## src/rtl/core/bpc_pkg.sv

```systemverilog
// Shared constants, register codes and types of the pressure compensation pipeline.
package bpc_pkg;

    // Datapath word width and the divider depth that follows from it.
    localparam int DATA_W  = 32;
    // Cycles from an accepted start to the result strobe.
    localparam int LATENCY = 2 * DATA_W + 12;

    localparam int UT_W   = 16;
    localparam int UP_W   = 19;
    localparam int OSS_W  = 2;
    localparam int ADDR_W = 5;

    // Compensation constants of the integer scheme.
    localparam logic signed [31:0] TEMP_OFFSET = 32'sd4000;
    localparam logic        [31:0] B4_BIAS     = 32'd32768;
    localparam logic        [31:0] B7_SCALE    = 32'd50000;
    localparam logic signed [31:0] P_SQ_COEF   = 32'sd3038;
    localparam logic signed [31:0] P_LIN_COEF  = -32'sd7357;
    localparam logic signed [31:0] P_OFFSET    = 32'sd3791;

    // Register word index (byte address divided by four).
    typedef enum logic [2:0] {
        REG_AC1_AC2  = 3'd0,
        REG_AC3_AC4  = 3'd1,
        REG_AC5_AC6  = 3'd2,
        REG_B1_B2    = 3'd3,
        REG_MC_MD    = 3'd4,
        REG_OSS      = 3'd5
    } t_reg_idx;

endpackage

```

## src/rtl/core/bpc_div.sv

```systemverilog
// Unsigned restoring divider, one quotient bit per pipeline stage, with a sideband.
module bpc_div #(
    parameter int W  = bpc_pkg::DATA_W,
    parameter int SW = 1
) (
    input  logic          i_clk,
    input  logic          i_rst_n,
    input  logic          i_valid,
    input  logic [W-1:0]  i_num,
    input  logic [W-1:0]  i_den,
    input  logic [SW-1:0] i_side,
    output logic          o_valid,
    output logic [W-1:0]  o_quo,
    output logic [SW-1:0] o_side
);

    logic          r_vld  [W];
    logic [W-1:0]  r_num  [W];
    logic [W-1:0]  r_rem  [W];
    logic [W-1:0]  r_quo  [W];
    logic [W-1:0]  r_den  [W];
    logic [SW-1:0] r_side [W];

    for (genvar k = 0; k < W; k++) begin : g_stage
        logic          vin;
        logic [W-1:0]  num_in, rem_in, quo_in, den_in;
        logic [SW-1:0] side_in;
        logic [W:0]    trial, diff;
        logic          ge;
        logic [W-1:0]  n_rem, n_quo, n_num;

        // Stage inputs come from the ports for the first stage, else from the prior stage.
        if (k == 0) begin : g_first
            assign vin     = i_valid;
            assign num_in  = i_num;
            assign rem_in  = '0;
            assign quo_in  = '0;
            assign den_in  = i_den;
            assign side_in = i_side;
        end else begin : g_next
            assign vin     = r_vld[k-1];
            assign num_in  = r_num[k-1];
            assign rem_in  = r_rem[k-1];
            assign quo_in  = r_quo[k-1];
            assign den_in  = r_den[k-1];
            assign side_in = r_side[k-1];
        end

        // One compare and subtract brings in the next numerator bit.
        always_comb begin
            trial = {rem_in, num_in[W-1]};
            diff  = trial - {1'b0, den_in};
            ge    = (trial >= {1'b0, den_in});
            n_rem = ge ? diff[W-1:0] : trial[W-1:0];
            n_quo = {quo_in[W-2:0], ge};
            n_num = {num_in[W-2:0], 1'b0};
        end

        always_ff @(posedge i_clk) begin
            if (!i_rst_n) begin
                r_vld[k] <= 1'b0;
            end else begin
                r_vld[k] <= vin;
            end
        end

        always_ff @(posedge i_clk) begin
            r_num[k]  <= n_num;
            r_rem[k]  <= n_rem;
            r_quo[k]  <= n_quo;
            r_den[k]  <= den_in;
            r_side[k] <= side_in;
        end
    end

    assign o_valid = r_vld[W-1];
    assign o_quo   = r_quo[W-1];
    assign o_side  = r_side[W-1];

endmodule

```

## config.mk

```make
export PLATFORM = sky130hd
export DESIGN_NAME = bpc_div
export DESIGN_NICKNAME = d
export VERILOG_FILES = /design/src/rtl/core/bpc_pkg.sv /design/src/rtl/core/bpc_div.sv
export SDC_FILE = /design/constraint.sdc
export NUM_CORES = 2
export LEC_CHECK = 0
export BUFFER_PORTS_ARGS = -buffer_cell sky130_fd_sc_hd__buf_2
export CAP_MARGIN = 20
export CORE_MARGIN = 2
export CORE_UTILIZATION = 40
export CTS_CLUSTER_DIAMETER = 100
export DETAILED_ROUTE_END_ITERATION = 8
export HOLD_SLACK_MARGIN = 0.02
export SETUP_SLACK_MARGIN = 0.3
export SYNTH_ARGS = -nofsm -noshare
export SYNTH_HDL_FRONTEND = slang
export SYNTH_MEMORY_MAX_BITS = 65536
export SYNTH_SLANG_ARGS = --single-unit
```

## constraint.sdc

```tcl
create_clock -name i_clk -period 8 [get_ports i_clk]
set_clock_uncertainty 0.15 [all_clocks]
set_input_delay 0.4 -clock i_clk [delete_from_list [all_inputs] [get_ports i_clk]]
set_output_delay 0.4 -clock i_clk [all_outputs]
set_load 0.01 [all_outputs]
```

==> metrics <==
num ports=102; Distinct cells, synth=88; synth warn=0; core area=309400 um2; clk root buf=clkbuf_16; worst slew pin tran=1.109 ns; Layout area overhead=13.97%; EDFF count, synth=0; Critical Path Fanout Max=29; crit path DAT=5.54 ns; gr usage total=0.1741; pin count of the biggest net entering global routing=63; register bit total from synthesis=3072; ys flop type=dfxtp_1; max-cap viol count=0; die extent in y=562.1 um; most common cell after layout, fill and taps aside=dfxtp_1; post-synthesis xor/xnor area fraction=0.05730; power per cell area=296.6 nW/um2; Total Wirelength=282100 um; FILL cells=29350; complex-gate fraction of the synthesized area=0.1617; setup ws final=3.060 ns; DRT Pass-1 Iters=8; hold_ws=0.07685 ns; peak supply drop=184.3 uV; Starting Density=0.4027; Via density=4.989; H-tree levels=5; Post-Layout Inst Area=142000 um2; crit path kind=register to register; Post-Synth Adder-Cell Area=0.1047; vias in the first global route=83580; largest family of logic cells by synthesized area=compound AO/OA/AOI/OAI gates; drt drc=0; Seq/Total Area, Yosys=0.4937; grt total ovfl=0; Synth Instances=12750; Mapped Area=124600 um2; layout cells sized above 1=0.08554; top cells by area, synth=dfxtp_1 49%, ha_1 10%, a21oi_1 4.6%; Yosys top cell by area=dfxtp_1; min Tclk post-route=4.940 ns; Die X=562.1 um; CTS clk-pin slew, worst paths=0.06 ns; RSZ-0062 raised after global routing=no; clk sinks=3072; hold crit path type=input port to register; top cell type's share of synthesized area=0.4937; number of buffer cells added on primary ports=101; Final HPWL DP=216400 um; final setup violation count=0; multiplexer share of the synthesized area=0.03472; fmax=202.4 MHz; Reg2Reg Depth=14; Critical Path Source=r_den[1][385]; Setup crit end=r_rem[1][431]; final period utilization=0.6175; Area after DPL=129500 um2; worst flop-to-flop path endpoint=r_rem[1][431]; Final GP Congestion=0.9000; routed vias=86830; Slew Limit Fails=0; Worst EP required=8.60 ns; Async SR Flop Fraction=0; first-pass GRT wire length=447900 um; Synth Area in Simple Gates=0.1009; antenna-violating nets left=0; Fin. Hold Viols=0; DP Worst Slack=3.265 ns; Setup TNS Final=0 ns; worst reg2reg setup slack=3.06 ns; CP endpoint kind=register; die area=315900 um2; syn nets=13840; routed length per instance=16.21 um; TritonCTS buffer count=327; TritonCTS clock tree=yes; worst-skew pair later-pin latency=0.92 ns; Total Nets Final=14120; reg-to-reg startpoint=r_den[1][385]; Clock Path Buffers=4; initial drt markers=5105; Leak Pwr=65.61 nW; outcome=complete, no violations; synthesized area per cell=9.771 um2; FP Rows=204; most frequent cells in the layout=3072 x dfxtp_1, 1226 x inv_1, 1156 x a21oi_1, 994 x ha_1, 777 x nor2_1; Worst slew margin=0.2507; initial antenna violation count=2; startpoint class of the critical path=register
==> critical path, cell delays in order (launching register included) <==
cell,delay (ns)
dfxtp_1,0.43
inv_1,0.07
ha_1,0.29
nor2b_1,0.13
o21ai_0,0.23
a21boi_0,0.21
o211ai_1,0.30
a21oi_1,0.15
o21ai_0,0.31
o22ai_1,0.19
o21ai_0,0.74
o41ai_1,0.41
a31oi_4,0.36
buf_4,0.44
mux2_2,0.41
==> power breakdown <==
group / internal (W) / switching (W)
logic: 0.00409 / 0.00508
registers: 0.0167 / 0.000829
clock network: 0.00912 / 0.00629
==> how the worst min path moves through the flow <==
stage                            start       endpoint  slack [ns]  cells after the start
after floorplan           r_num[0][68]  r_num[0][100]        0.16                      0
after global placement    r_side[4][2]   r_side[4][3]        0.16                      0
after detailed placement  r_quo[27][5]   r_quo[28][6]        0.16                      0
after CTS                    i_num[22]   r_num[0][22]        0.03                      2
after global routing         i_num[21]   r_num[0][21]        0.07                      2
final                        i_num[22]   r_num[0][22]        0.08                      2
==> what timing repair did <==
item	CTS	global route
gates resized for setup	0	0
hold endpoints to repair	129	0
hold buffers	128	0
setup buffers	0	0
==> synthesized netlist by cell type, drive strengths merged (31+ instances only) <==
master,number
nand2b,125
nand3,183
or3,50
mux2,358
a21boi,58
ha,994
or2,35
buf,51
and3,70
nor4,42
inv,1226
nand2,737
o21a,130
o21ai,732
clkbuf,266
a21oi,1159
a211oi,78
nand4,180
nor2b,175
xnor2,465
dfxtp,3072
xor2,350
and2,67
a31oi,91
o31ai,46
a21o,475
o31a,31
nor3,159
o211ai,37
nor2,777
o21bai,105
==> layout make-up <==
type,instances,area [um2],area share
Clock inverter,151,1996,0.01406
Timing Repair Buffer,262,2051,0.01444
Multi-Input combinational cell,8135,57460,0.4047
Tap cell,4120,5155,0.03631
Clock buffer,435,9210,0.06487
Antenna cell,2,5.005,0.00003525
Sequential cell,3072,61500,0.4331
Inverter,1226,4602,0.03241
==> routing by layer <==
| layer | global-route usage | vias to the layer above | share of wire |
|---|---|---|---|
| met1 | 0.2170 | 40230 | 0.44 |
| met2 | 0.3084 | 1649 | 0.49 |
| met5 | 0 | - | 0.00088 |
| li1 | - | 44430 | - |
| met3 | 0.02143 | 513 | 0.039 |
| met4 | 0.05903 | 2 | 0.033 |
==> stage by stage <==
stage | std cells | util | power, W
6_report | 17400 | 0.4590 | 0.04211
5_1_grt | 17400 | 0.4589 | 0.04454
4_1_cts | 17400 | 0.4588 | 0.04261
3_5_place_dp | 16690 | 0.4185 | 0.02691
3_3_place_gp | 16680 | 0.4185 | 0.02687
2_1_floorplan | 12750 | - | 0.02473
==> cell families (layout without fill, tap and decap cells) <==
family | count (synthesis) | count (layout)
AOI/OAI and AO/OA | 3250 | 3250
DFF | 3072 | 3072
and+or+nand+nor | 2662 | 2662
buffers and inverters | 1543 | 2074
adders and majority gates | 1024 | 1024
xor gates and xnor gates | 815 | 815
muxes | 384 | 384
other | 0 | 2
==> sequential cells by signal, summed over array words and instances, names as in the netlist <==
| register | flops |
|---|---|
| r_num | 496 |
| r_rem | 992 |
| r_vld | 32 |
| r_side | 32 |
| r_quo | 528 |
| r_den | 992 |
Power figures use the tool's default switching activity.
